[config.mk]
export PLATFORM = sky130hd
export DESIGN_NAME = flux_pulse_varint_decoder_core_flat
export DESIGN_NICKNAME = d
export VERILOG_FILES = /design/src/rtl/fpvd_pkg.sv /design/src/rtl/fpvd_ifs.sv /design/src/rtl/fpvd_regs.sv /design/src/rtl/fpvd_decode.sv /design/src/rtl/fpvd_outq.sv /design/src/rtl/flux_pulse_varint_decoder_core.sv /design/src/flat_wrapper.sv
export SDC_FILE = /design/constraint.sdc
export NUM_CORES = 1
export LEC_CHECK = 0
export ABC_AREA = 0
export BUFFER_PORTS_ARGS = -buffer_cell sky130_fd_sc_hd__clkbuf_2
export CAP_MARGIN = 0
export CORE_MARGIN = 10
export CORE_UTILIZATION = 40
export CTS_BUF_LIST = sky130_fd_sc_hd__clkbuf_2
export DETAILED_ROUTE_END_ITERATION = 8
export PLACE_DENSITY_LB_ADDON = 0.08
export RECOVER_POWER = 25
export SKIP_CTS_REPAIR_TIMING = 1
export SYNTH_ARGS = -nofsm -noshare
export SYNTH_HDL_FRONTEND = slang
export SYNTH_SLANG_ARGS = --single-unit
[constraint.sdc]
create_clock -name clk -period 14.8 [get_ports clk]
set_input_delay 1.48 -clock clk [delete_from_list [all_inputs] [get_ports clk]]
set_output_delay 1.48 -clock clk [all_outputs]
set_load 0.01 [all_outputs]
[src/rtl/fpvd_pkg.sv]
// Shared types and constants for the flux pulse varint decoder.
// Used by the channel interfaces and every module of the decoder.
package fpvd_pkg;

	localparam int unsigned TICKS_W  = 32;
	localparam int unsigned NUM_W    = 29;
	localparam int unsigned REVNUM_W = 4;
	localparam int unsigned PPR_W    = 24;
	localparam int unsigned REVS_W   = 5;
	localparam int unsigned PV_W     = 28;
	localparam int unsigned IDX_W    = 2;

	localparam logic [REVS_W-1:0]  MAX_REVOLUTIONS = 5'd16;
	localparam logic [REVS_W-1:0]  REVS_RESET      = 5'd3;
	localparam logic [TICKS_W-1:0] DUMMY_TICKS     = 32'd300;

	// lead byte classes
	localparam logic [7:0] LEAD1_MASK = 8'h80;
	localparam logic [7:0] LEAD2_MASK = 8'hC0;
	localparam logic [7:0] LEAD2_CODE = 8'h80;
	localparam logic [7:0] LEAD3_MASK = 8'hE0;
	localparam logic [7:0] LEAD3_CODE = 8'hC0;
	localparam logic [7:0] LEAD4_MASK = 8'hF0;
	localparam logic [7:0] LEAD4_CODE = 8'hE0;
	localparam logic [7:0] PAY2_MASK  = 8'h3F;
	localparam logic [7:0] PAY3_MASK  = 8'h1F;
	localparam logic [7:0] PAY4_MASK  = 8'h0F;

	// op codes
	localparam logic OP_DATA  = 1'b0;
	localparam logic OP_BEGIN = 1'b1;

	// register indexes
	localparam logic [IDX_W-1:0] REG_PPR       = 2'd0;
	localparam logic [IDX_W-1:0] REG_REV_TICKS = 2'd1;
	localparam logic [IDX_W-1:0] REG_REVS      = 2'd2;

	typedef struct packed {
		logic [PPR_W-1:0]   ppr;
		logic [TICKS_W-1:0] rev_ticks;
		logic [REVS_W-1:0]  eff_revs;
	} cfg_t;

	typedef struct packed {
		logic [TICKS_W-1:0]  pulse_ticks;
		logic [NUM_W-1:0]    pulse_number;
		logic                revolution_end;
		logic [REVNUM_W-1:0] revolution_number;
		logic                end_pulse;
		logic                last;
	} res_t;

	// results of one input word, in order: res_a first
	typedef struct packed {
		logic [1:0] n;
		res_t       res_a;
		res_t       res_b;
	} push_t;

endpackage

[src/rtl/fpvd_ifs.sv]
// Valid/ready channel interfaces: coded byte words in, decoded pulse words out.
// Depends on fpvd_pkg for field widths.
interface fpvd_code_if import fpvd_pkg::*; ();
	logic       valid;
	logic       ready;
	logic       op;
	logic [7:0] data_byte;

	modport source (output valid, output op, output data_byte, input ready);
	modport sink (input valid, input op, input data_byte, output ready);
endinterface

interface fpvd_pulse_if import fpvd_pkg::*; ();
	logic                valid;
	logic                ready;
	logic [TICKS_W-1:0]  pulse_ticks;
	logic [NUM_W-1:0]    pulse_number;
	logic                revolution_end;
	logic [REVNUM_W-1:0] revolution_number;
	logic                end_pulse;
	logic                last;

	modport source (output valid, output pulse_ticks, output pulse_number,
		output revolution_end, output revolution_number, output end_pulse,
		output last, input ready);
	modport sink (input valid, input pulse_ticks, input pulse_number,
		input revolution_end, input revolution_number, input end_pulse,
		input last, output ready);
endinterface

[src/rtl/fpvd_regs.sv]
// Configuration registers of the decoder with the revolution count clamp.
// Depends on fpvd_pkg.
module fpvd_regs import fpvd_pkg::*; (
	input  logic               clk,
	input  logic               arst_n,
	input  logic               wr_en,
	input  logic [IDX_W-1:0]   wr_index,
	input  logic [TICKS_W-1:0] wr_data,
	output cfg_t               cfg
);

	logic [PPR_W-1:0]   ppr_q;
	logic [TICKS_W-1:0] rev_ticks_q;
	logic [REVS_W-1:0]  revs_q;

	always_ff @(posedge clk or negedge arst_n) begin
		if (!arst_n) begin
			ppr_q       <= '0;
			rev_ticks_q <= '0;
			revs_q      <= REVS_RESET;
		end else if (wr_en) begin
			unique case (wr_index)
				REG_PPR:       ppr_q       <= wr_data[PPR_W-1:0];
				REG_REV_TICKS: rev_ticks_q <= wr_data;
				REG_REVS:      revs_q      <= wr_data[REVS_W-1:0];
				default: ;
			endcase
		end
	end

	always_comb begin
		cfg.ppr       = ppr_q;
		cfg.rev_ticks = rev_ticks_q;
		if (revs_q == '0)
			cfg.eff_revs = REVS_W'(1);
		else if (revs_q > MAX_REVOLUTIONS)
			cfg.eff_revs = MAX_REVOLUTIONS;
		else
			cfg.eff_revs = revs_q;
	end

endmodule

[src/rtl/fpvd_decode.sv]
// Input register, track state and one-pass decode of a coded byte word.
// Produces up to two result words per input word. Depends on fpvd_pkg, fpvd_code_if.
module fpvd_decode import fpvd_pkg::*; (
	input  logic         clk,
	input  logic         arst_n,
	fpvd_code_if.sink    code_ch,
	input  cfg_t         cfg,
	input  logic         room,
	output push_t        push
);

	logic       valid_s1;
	logic       op_s1;
	logic [7:0] byte_s1;
	logic       advance;

	logic [PV_W-1:0]    partial_q,  partial_n;
	logic [1:0]         pend_q,     pend_n;
	logic [PPR_W-1:0]   pir_q,      pir_n;
	logic [REVS_W-1:0]  rc_q,       rc_n;
	logic [TICKS_W-1:0] sum_q,      sum_n;
	logic [TICKS_W-1:0] carry_q,    carry_n;
	logic [NUM_W-1:0]   emitted_q,  emitted_n;
	logic               done_q,     done_n;

	logic               fin;
	logic               emit;
	logic [PV_W-1:0]    fin_val;
	logic [PV_W-1:0]    pv_cat;
	logic [TICKS_W-1:0] ticks;
	logic [TICKS_W-1:0] sum_add;
	logic [PPR_W-1:0]   pir_inc;
	logic [REVS_W-1:0]  rc_inc;
	logic               ends;
	logic               dummy;
	res_t               res_p;
	res_t               res_d;

	assign advance       = valid_s1 && room;
	assign code_ch.ready = !valid_s1 || room;

	always_ff @(posedge clk or negedge arst_n) begin
		if (!arst_n) begin
			valid_s1 <= 1'b0;
		end else if (code_ch.valid && code_ch.ready) begin
			valid_s1 <= 1'b1;
		end else if (advance) begin
			valid_s1 <= 1'b0;
		end
	end

	always_ff @(posedge clk) begin
		if (code_ch.valid && code_ch.ready) begin
			op_s1   <= code_ch.op;
			byte_s1 <= code_ch.data_byte;
		end
	end

	assign pv_cat  = {partial_q[PV_W-9:0], byte_s1};
	assign pir_inc = pir_q + PPR_W'(1);
	assign rc_inc  = rc_q + REVS_W'(1);
	assign ticks   = TICKS_W'(fin_val) + carry_q;
	assign sum_add = sum_q + (emit ? TICKS_W'(fin_val) : '0);
	assign ends    = pir_inc >= cfg.ppr;
	assign dummy   = fin && ends && (rc_inc >= cfg.eff_revs);

	always_comb begin
		partial_n = partial_q;
		pend_n    = pend_q;
		pir_n     = pir_q;
		rc_n      = rc_q;
		sum_n     = sum_q;
		carry_n   = carry_q;
		emitted_n = emitted_q;
		done_n    = done_q;
		fin       = 1'b0;
		emit      = 1'b0;
		fin_val   = '0;

		if (op_s1 == OP_BEGIN) begin
			partial_n = '0;
			pend_n    = '0;
			pir_n     = '0;
			rc_n      = '0;
			sum_n     = '0;
			carry_n   = '0;
			emitted_n = '0;
			done_n    = 1'b0;
		end else if (!done_q && cfg.ppr != '0) begin
			if (pend_q != 2'd0) begin
				partial_n = pv_cat;
				pend_n    = pend_q - 2'd1;
				if (pend_q == 2'd1) begin
					fin     = 1'b1;
					emit    = 1'b1;
					fin_val = pv_cat;
				end
			end else if ((byte_s1 & LEAD1_MASK) == 8'h00) begin
				fin     = 1'b1;
				emit    = 1'b1;
				fin_val = PV_W'(byte_s1);
			end else if ((byte_s1 & LEAD2_MASK) == LEAD2_CODE) begin
				partial_n = PV_W'(byte_s1 & PAY2_MASK);
				pend_n    = 2'd1;
			end else if ((byte_s1 & LEAD3_MASK) == LEAD3_CODE) begin
				partial_n = PV_W'(byte_s1 & PAY3_MASK);
				pend_n    = 2'd2;
			end else if ((byte_s1 & LEAD4_MASK) == LEAD4_CODE) begin
				partial_n = PV_W'(byte_s1 & PAY4_MASK);
				pend_n    = 2'd3;
			end else begin
				// null pulse: counts, emits nothing
				fin = 1'b1;
			end

			if (fin) begin
				carry_n = '0;
				sum_n   = sum_add;
				pir_n   = pir_inc;
				if (ends) begin
					rc_n    = rc_inc;
					carry_n = cfg.rev_ticks - sum_add;
					sum_n   = '0;
					pir_n   = '0;
					if (dummy)
						done_n = 1'b1;
				end
				emitted_n = emitted_q + NUM_W'(emit) + NUM_W'(dummy);
			end
		end
	end

	always_comb begin
		res_p.pulse_ticks       = ticks;
		res_p.pulse_number      = emitted_q;
		res_p.revolution_end    = ends;
		res_p.revolution_number = rc_q[REVNUM_W-1:0];
		res_p.end_pulse         = 1'b0;
		res_p.last              = !dummy;

		res_d.pulse_ticks       = DUMMY_TICKS;
		res_d.pulse_number      = emitted_q + NUM_W'(emit);
		res_d.revolution_end    = 1'b0;
		res_d.revolution_number = rc_q[REVNUM_W-1:0];
		res_d.end_pulse         = 1'b1;
		res_d.last              = 1'b1;

		push.res_a = emit ? res_p : res_d;
		push.res_b = res_d;
		if (advance)
			push.n = {1'b0, emit} + {1'b0, dummy};
		else
			push.n = 2'd0;
	end

	always_ff @(posedge clk or negedge arst_n) begin
		if (!arst_n) begin
			partial_q <= '0;
			pend_q    <= '0;
			pir_q     <= '0;
			rc_q      <= '0;
			sum_q     <= '0;
			carry_q   <= '0;
			emitted_q <= '0;
			done_q    <= 1'b0;
		end else if (advance) begin
			partial_q <= partial_n;
			pend_q    <= pend_n;
			pir_q     <= pir_n;
			rc_q      <= rc_n;
			sum_q     <= sum_n;
			carry_q   <= carry_n;
			emitted_q <= emitted_n;
			done_q    <= done_n;
		end
	end

endmodule

[src/rtl/fpvd_outq.sv]
// Four-word result queue: takes up to two a cycle, drives one while ready.
// Depends on fpvd_pkg and fpvd_pulse_if.
module fpvd_outq import fpvd_pkg::*; (
	input  logic          clk,
	input  logic          arst_n,
	input  push_t         push,
	output logic          room,
	fpvd_pulse_if.source  pulse_ch
);

	res_t       mem [4];
	logic [1:0] wp_q;
	logic [1:0] rp_q;
	logic [2:0] count_q;
	logic       pop;
	res_t       head;

	assign head = mem[rp_q];
	assign pop  = pulse_ch.valid && pulse_ch.ready;
	// two free entries cover the worst case of one input word
	assign room = count_q <= 3'd2;

	always_ff @(posedge clk) begin
		if (push.n != 2'd0)
			mem[wp_q] <= push.res_a;
		if (push.n == 2'd2)
			mem[wp_q + 2'd1] <= push.res_b;
	end

	always_ff @(posedge clk or negedge arst_n) begin
		if (!arst_n) begin
			wp_q    <= '0;
			rp_q    <= '0;
			count_q <= '0;
		end else begin
			wp_q    <= wp_q + push.n;
			if (pop)
				rp_q <= rp_q + 2'd1;
			count_q <= count_q + {1'b0, push.n} - {2'b0, pop};
		end
	end

	assign pulse_ch.valid             = count_q != 3'd0;
	assign pulse_ch.pulse_ticks       = head.pulse_ticks;
	assign pulse_ch.pulse_number      = head.pulse_number;
	assign pulse_ch.revolution_end    = head.revolution_end;
	assign pulse_ch.revolution_number = head.revolution_number;
	assign pulse_ch.end_pulse         = head.end_pulse;
	assign pulse_ch.last              = head.last;

endmodule

[src/rtl/flux_pulse_varint_decoder_core.sv]
// Flux pulse varint decoder: prefix-coded byte words in, decoded pulse words out.
// An accepted word is registered, decoded, and its results are queued and offered.
// Throughput: one byte word per cycle; a word that ends the track on a pulse yields
// two results, queued together and driven one at a time. The decode stage holds,
// and input stalls, while more than two result words wait in the four-entry queue.
// Reset (arst_n low) clears track state and the queue; config goes to its defaults.
module flux_pulse_varint_decoder_core import fpvd_pkg::*; (
	input  logic               clk,
	input  logic               arst_n,
	fpvd_code_if.sink          code_ch,
	fpvd_pulse_if.source       pulse_ch,
	input  logic               wr_en,
	input  logic [IDX_W-1:0]   wr_index,
	input  logic [TICKS_W-1:0] wr_data
);

	cfg_t  cfg;
	push_t push;
	logic  room;

	fpvd_regs u_regs (
		.clk      (clk),
		.arst_n   (arst_n),
		.wr_en    (wr_en),
		.wr_index (wr_index),
		.wr_data  (wr_data),
		.cfg      (cfg)
	);

	fpvd_decode u_decode (
		.clk     (clk),
		.arst_n  (arst_n),
		.code_ch (code_ch),
		.cfg     (cfg),
		.room    (room),
		.push    (push)
	);

	fpvd_outq u_outq (
		.clk      (clk),
		.arst_n   (arst_n),
		.push     (push),
		.room     (room),
		.pulse_ch (pulse_ch)
	);

endmodule
[src/flat_wrapper.sv]
// flat-port wrapper written by rule: the top's interface ports become plain ports
module flux_pulse_varint_decoder_core_flat import fpvd_pkg::*;
  (clk, arst_n, wr_en, wr_index, wr_data, code_ch_valid, code_ch_op, code_ch_data_byte, code_ch_ready, pulse_ch_valid, pulse_ch_pulse_ticks, pulse_ch_pulse_number, pulse_ch_revolution_end, pulse_ch_revolution_number, pulse_ch_end_pulse, pulse_ch_last, pulse_ch_ready);
  fpvd_code_if code_ch_i ();
  fpvd_pulse_if pulse_ch_i ();
  input  logic clk;
  input  logic arst_n;
  input  logic wr_en;
  input  logic [IDX_W-1:0] wr_index;
  input  logic [TICKS_W-1:0] wr_data;
  input wire logic [$bits(code_ch_i.valid)-1:0] code_ch_valid;
  input wire logic [$bits(code_ch_i.op)-1:0] code_ch_op;
  input wire logic [$bits(code_ch_i.data_byte)-1:0] code_ch_data_byte;
  output wire logic [$bits(code_ch_i.ready)-1:0] code_ch_ready;
  output wire logic [$bits(pulse_ch_i.valid)-1:0] pulse_ch_valid;
  output wire logic [$bits(pulse_ch_i.pulse_ticks)-1:0] pulse_ch_pulse_ticks;
  output wire logic [$bits(pulse_ch_i.pulse_number)-1:0] pulse_ch_pulse_number;
  output wire logic [$bits(pulse_ch_i.revolution_end)-1:0] pulse_ch_revolution_end;
  output wire logic [$bits(pulse_ch_i.revolution_number)-1:0] pulse_ch_revolution_number;
  output wire logic [$bits(pulse_ch_i.end_pulse)-1:0] pulse_ch_end_pulse;
  output wire logic [$bits(pulse_ch_i.last)-1:0] pulse_ch_last;
  input wire logic [$bits(pulse_ch_i.ready)-1:0] pulse_ch_ready;
  assign code_ch_i.valid = code_ch_valid;
  assign code_ch_i.op = code_ch_op;
  assign code_ch_i.data_byte = code_ch_data_byte;
  assign code_ch_ready = code_ch_i.ready;
  assign pulse_ch_valid = pulse_ch_i.valid;
  assign pulse_ch_pulse_ticks = pulse_ch_i.pulse_ticks;
  assign pulse_ch_pulse_number = pulse_ch_i.pulse_number;
  assign pulse_ch_revolution_end = pulse_ch_i.revolution_end;
  assign pulse_ch_revolution_number = pulse_ch_i.revolution_number;
  assign pulse_ch_end_pulse = pulse_ch_i.end_pulse;
  assign pulse_ch_last = pulse_ch_i.last;
  assign pulse_ch_i.ready = pulse_ch_ready;
  flux_pulse_varint_decoder_core u_core (.clk(clk), .arst_n(arst_n), .code_ch(code_ch_i), .pulse_ch(pulse_ch_i), .wr_en(wr_en), .wr_index(wr_index), .wr_data(wr_data));
endmodule
==> run metrics, run 1 <==
outcome=finished with violations; failing checks=capacitance limit, slew limit; CTS tree=yes; layout cells sized above 1=17.9%; Placed Area=28600 µm²; Clk pin slew, worst setup/hold paths=0.10 ns; dominant synthesized flop cell=dfrtp_1; RSZ-0062 raised after global routing=false; endpoints failing setup=0; flops & latches, synth=495; Period Utilization, post-route=54.2%; Mapped Cells=2696; Max-cap violations=5; top cells by area, synth=dfrtp_1, edfxtp_1, dfxtp_1; final slew viol count=300; Slew headroom=-241%; TNS Setup=0 ns; Synth cell types=88; core area=67300 µm²; largest net degree at the start of global routing=95; Syn Std Cell Area=27200 µm²; largest stage delay on the critical path=3.51 ns; DRC=0; CP max stage cell=clkbuf_1; Die X=281 µm; Area Growth Syn to Fin=9.54%; syn nets=2876; # port buffers=117; Min-Delay Path Class=in -> reg; CP delay by family, top=buffers and inverters; Final Cell Area=29800 µm²; Peak VDD IR=92.6 µV; async set or reset register ratio after synthesis=43.2%; WL/cell=21.6 µm; CP Data Arrival Time=8.00 ns; Vias=21637; clock tree buffer depth=3; global route overflow=0; total wire length=82300 µm; clock latency on the worst-skew pair=1.32 ns; share of the synthesized area in the top cell type=19.5%; Routability Congestion=0.889; Avg Cell Area, Syn=10.1 µm²; Synth area leader=dfrtp_1; initial DRC count=1530; HPWL Detailed=55700 µm; endpoints failing hold=0; Setup crit start kind=primary input; Starting Density=40.4%; Crit Path Category=in -> async; vias in the first global route=21797; Seq/Total Area, Yosys=45.6%; FF-to-FF Start=u_core.u_regs.ppr_q[15]$_DFFE_PN0P_; initial antenna violation count=3; R2R setup slack=8.07 ns; Critical path origin=arst_n; crit path capture=u_core.u_outq.rp_q[1]$_DFFE_PN0P_; Via-to-Cell Ratio=5.68; die area=78900 µm²; Worst Path Buf+Inv=2; top-level I/O count=118; Die Ht=281 µm; Tot GR Track Use=20.7%; Worst-Margin Slew=5.12 ns; Setup Skew=0.0793 ns; number of synthesis warnings=0; Sink Count=495; fmax=125 MHz; ANT nets after route=0; Final nets=3001; Post-synth EDFFs=141; CTS Buf Count=140; minimum clock period=8.01 ns; r2r worst-path depth=26; Worst EP required=14.78 ns; Pwr Density=138 nW/µm²; Hold WS=0.370 ns; first-pass GRT wire length=127000 µm; Root Buffer=clkbuf_2; crit-path cells=clkbuf_1 > clkbuf_1; hold path depth=1; drt pass-1 iters=5; cell depth of the worst setup path=2; most frequent CP cell=clkbuf_1; Reg-to-Reg End=u_core.u_decode.carry_q[29]$_DFFE_PN0P_; Worst setup EP type=asynchronous set/reset pin; H-tree depth=4; Leakage=0.0123 µW; num rows=95; top fanout value on the critical path=94
==> report_power, final <==
group	switching [µW]	internal [µW]	total, µW
logic	862	519	1380
registers	155	1550	1710
clock network	619	394	1010
==> per-layer routing <==
metal / global-route usage, % / up-vias / wire length, µm
met5: 0 / - / 20
met4: 6.82 / 2 / 1890
met3: 4.43 / 116 / 4370
met2: 33.4 / 621 / 38600
met1: 27.4 / 10626 / 37500
li1: - / 10272 / -
==> cells in the final DEF, fill, tap and decap left out, types with 44 or more instances in the layout <==
cell / Yosys / layout
a21o_1: 44 / 44
nand2_1: 282 / 281
inv_1: 78 / 78
xnor2_1: 75 / 75
mux4_2: 68 / 68
xor2_1: 58 / 58
clkbuf_2: 0 / 316
ha_1: 127 / 127
a21oi_1: 133 / 133
a22o_1: 112 / 112
edfxtp_1: 141 / 141
nor3_1: 49 / 48
dfrtp_1: 212 / 210
nor2_1: 129 / 121
and2_1: 68 / 67
dfxtp_1: 140 / 140
o21ai_0: 307 / 307
nand3_1: 76 / 76
==> stage by stage <==
step                      total power [µW]  cells  setup WS, ns  util, %
after floorplan                       2630   2696          8.92        -
after global placement                3110   3552          8.32     42.4
after detailed placement              3130   3552          8.18     42.4
after CTS                             4160   3802          8.15     44.3
after global routing                  4370   3805          5.44     44.3
final                                 4100   3806          6.79     44.3
==> layout make-up <==
type	count	area (µm²)
fillers	6528	37500
multi-input cells	1958	13900
flip-flops and latches	495	12400
well taps	873	1090
clock buffers	203	1020
repair buffers	147	791
inverters	79	297
clock inverters	47	263
diodes	4	10.0
==> state kept, by name (all words and copies together), names as in the netlist, 3 cells and up <==
| register | flops |
|---|---|
| u_core.u_decode.byte_s1 | 8 |
| u_core.u_decode.pir_q | 24 |
| u_core.u_regs.revs_q | 5 |
| u_core.u_regs.rev_ticks_q | 32 |
| u_core.u_decode.partial_q | 20 |
| u_core.u_decode.sum_q | 32 |
| u_core.u_decode.rc_q | 5 |
| u_core.u_regs.ppr_q | 24 |
| u_core.u_decode.emitted_q | 29 |
| u_core.u_outq.mem | 272 |
| u_core.u_outq.count_q | 3 |
| u_core.u_decode.carry_q | 32 |
==> synthesized netlist by cell type, types with 75 or more instances <==
| master | number |
|---|---|
| nor2_1 | 129 |
| a21oi_1 | 133 |
| o21ai_0 | 307 |
| clkbuf_1 | 119 |
| nand3_1 | 76 |
| ha_1 | 127 |
| dfrtp_1 | 212 |
| nand2_1 | 282 |
| dfxtp_1 | 140 |
| inv_1 | 78 |
| a22o_1 | 112 |
| xnor2_1 | 75 |
| edfxtp_1 | 141 |
==> worst min-delay path by stage <==
| stage | startpoint | end | slack (ns) |
|---|---|---|---|
| 6_report | code_ch_data_byte[1] | u_core.u_decode.byte_s1[1]$_DFFE_PP_ | 0.37 |
| 5_1_grt | code_ch_op | u_core.u_decode.op_s1$_DFFE_PP_ | 0.24 |
| 4_1_cts | arst_n | u_core.u_decode.partial_q[14]$_DFFE_PN0P_ | 0.05 |
| 3_5_place_dp | u_core.u_outq.mem[2][49]$_SDFFE_PP0P_ | u_core.u_outq.mem[2][49]$_SDFFE_PP0P_ | 0.44 |
| 3_3_place_gp | u_core.u_outq.mem[2][52]$_SDFFE_PP0P_ | u_core.u_outq.mem[2][52]$_SDFFE_PP0P_ | 0.43 |
| 2_1_floorplan | u_core.u_outq.mem[2][49]$_SDFFE_PP0P_ | u_core.u_outq.mem[2][49]$_SDFFE_PP0P_ | 0.42 |
==> cells by family after synthesis <==
kind of cell,Yosys count,synth area share [%]
AO/OA/AOI/OAI,800,19.2
XOR/XNOR,133,4.28
adder cells (fa/ha/maj),132,6.21
buffers and inverters,243,3.49
flip-flops,495,45.6
multiplexers,112,7.43
AND/OR/NAND/NOR,781,13.9
No activity file was read; power rests on OpenSTA's default activity.
==> inputs of run 2 (changes only) <==
Clock period 14.8 ns to 7.7 ns, I/O delays scaled along.
==> run metrics, run 2 (synthesis gave the netlist of run 1 again) <==
CP max stage cell=nor4_1; Final nets=3059 (+1.9%); Via-to-Cell Ratio=5.69 (about the same); global route overflow=0 (unchanged); commonest non-fill, non-tap cells in the layout=clkbuf_2, o21ai_0, nand2_1, dfrtp_1, edfxtp_1; clock latency on the worst-skew pair=1.33 ns (about the same); CP delay by family, top=compound AO/OA/AOI/OAI gates; first-pass GRT wire length=127000 µm (about the same); Min-Delay Path Class=in -> reg; RSZ-0062 raised after global routing=false; DP Cell Count=3563 (+0.31%); Peak VDD IR=153 µV (+65%); layout cells sized above 1=18.1% (+0.13 points); Crit Path Category=reg -> reg; Sink Count=495 (unchanged); # port buffers=117 (unchanged); total wire length=82500 µm (+0.18%); initial antenna violation count=1 (-2); Die Ht=281 µm (unchanged); clock tree buffer depth=3 (unchanged); Final Non-Filler Cells=3860 (+1.4%); die area=78900 µm² (unchanged); Slew headroom=-205% (+36 points); H-tree depth=4 (unchanged); Setup Skew=0.100 ns (+0.0208 ns); endpoints failing setup=0 (unchanged); Worst setup EP type=flop; largest stage delay on the critical path=0.57 ns (-2.94 ns); Root Buffer=clkbuf_2; HPWL Detailed=56300 µm (+1.0%); CP Data Arrival Time=8.00 ns (about the same); top-level I/O count=118 (unchanged); Vias=21959 (+1.5%); vias in the first global route=21814 (+0.078%); most frequent CP cell=o21ai_1; WL/cell=21.4 µm (-1.2%); CTS tree=yes; num rows=95 (unchanged); fmax=146 MHz; Area Growth Syn to Fin=11.7%; outcome=finished with violations; top fanout value on the critical path=8 (-91%); Biggest register=u_core.u_outq.mem; initial DRC count=1718 (+12%); largest net degree at the start of global routing=83 (-13%); Die X=281 µm (unchanged); Leakage=0.0126 µW (+2.4%); TNS Setup=0 ns (unchanged); Period Utilization, post-route=88.9%; Starting Density=40.4% (unchanged); failing checks=capacitance limit, slew limit; ANT nets after route=0 (unchanged); CTS Buf Count=138 (-1.4%); Worst Path Buf+Inv=0 (-2); max reg flops=272 (unchanged); drt pass-1 iters=8 (+3); core area=67300 µm² (unchanged); minimum clock period=6.85 ns; Worst EP required=8.85 ns (-5.93 ns); Worst-Margin Slew=4.57 ns (-0.547 ns); Tot GR Track Use=20.7% (-0.022 points); Max-cap violations=6 (+1); Routability Congestion=0.879 (-1.2%); final slew viol count=332 (+11%); Setup crit start kind=flop; Pwr Density=261 nW/µm² (+90%); endpoints failing hold=0 (unchanged); DRC=0 (unchanged); commonest non-fill, non-tap cell in the layout=clkbuf_2; crit-path cells=nor4_1 > nand4_1 > o21ai_1 > nor3_2 > and2_1 > ha_1 > fa_1 > a211oi_1 > o211ai_1 > a41o_1 > o31ai_2 > o21a_1 > o21ai_0 > xnor2_1 > ha_1 > and3_1 > a311oi_1 > o21ai_1 > a41oi_2 > o21ai_1 > a21o_1 > a211o_1 > a32o_1; Clk pin slew, worst setup/hold paths=0.10 ns (about the same)
-- run 2: metrics by stage --
step	util [%]	hold WS (ns)	cell area [µm²]	power, µW	worst slack [ns]
final	45.2	0.159	30400	7940	0.851
after global routing	45.2	0.0588	30400	8470	0.466
after CTS	44.5	-0.661	30000	8020	0.899
after detailed placement	42.6	0.439	28700	6020	0.964
after global placement	42.6	0.430	28700	5990	1.24
after floorplan	-	0.420	27200	5050	1.82
-- run 2: worst reg2reg max path, cell delays in order, from the launching register on --
cell and delay (ns):
dfrtp_1 0.38, nor4_1 0.57, nand4_1 0.34, o21ai_1 0.44, nor3_2 0.16, and2_1 0.20
ha_1 0.23, fa_1 0.43, a211oi_1 0.31, o211ai_1 0.19, a41o_1 0.30, o31ai_2 0.32
o21a_1 0.31, o21ai_0 0.15, xnor2_1 0.23, ha_1 0.33, and3_1 0.22, a311oi_1 0.26
o21ai_1 0.16, a41oi_2 0.28, o21ai_1 0.16, a21o_1 0.21, a211o_1 0.29, a32o_1 0.25
-- run 2: cell type report --
| type | count | area (µm²) |
|---|---|---|
| Sequential cell | 495 | 12400 |
| Antenna cell | 1 | 2.50 |
| Inverter | 79 | 297 |
| Tap cell | 873 | 1090 |
| Multi-Input combinational cell | 1958 | 13900 |
| Fill cell | 6491 | 36900 |
| Timing Repair Buffer | 207 | 1400 |
| Clock buffer | 200 | 1000 |
| Clock inverter | 47 | 298 |
-- run 2: worst paths after layout --
| path | start | cells past startpoint | slack, ns | to |
|---|---|---|---|---|
| max | u_core.u_regs.ppr_q[1]$_DFFE_PN0P_ | 23 | 0.85 | u_core.u_decode.carry_q[28]$_DFFE_PN0P_ |
| min | code_ch_data_byte[6] | 2 | 0.16 | u_core.u_decode.byte_s1[6]$_DFFE_PP_ |
| max reg2reg | u_core.u_regs.ppr_q[1]$_DFFE_PN0P_ | 23 | 0.85 | u_core.u_decode.carry_q[28]$_DFFE_PN0P_ |
| min reg2reg | u_core.u_outq.mem[2][49]$_SDFFE_PP0P_ | 2 | 0.46 | u_core.u_outq.mem[2][49]$_SDFFE_PP0P_ |
| max in group asynchronous | arst_n | 3 | 2.13 | u_core.u_outq.rp_q[1]$_DFFE_PN0P_ |
| min in group asynchronous | arst_n | 2 | 1.74 | u_core.u_decode.carry_q[27]$_DFFE_PN0P_ |
-- run 2: power by group --
part / internal [µW] / total (µW) / switching [µW]
combinational: 1030 / 2660 / 1630
sequential: 2980 / 3300 / 320
clock: 784 / 1980 / 1200
total: 4790 / 7940 / 3140
-- run 2: metal layers --
layer	wire length, µm	track usage (%)	up-vias
met5	0	0	-
met4	1840	7.02	0
met3	4920	4.69	122
met2	39000	33.5	707
met1	36700	27.0	10738
li1	-	-	10392
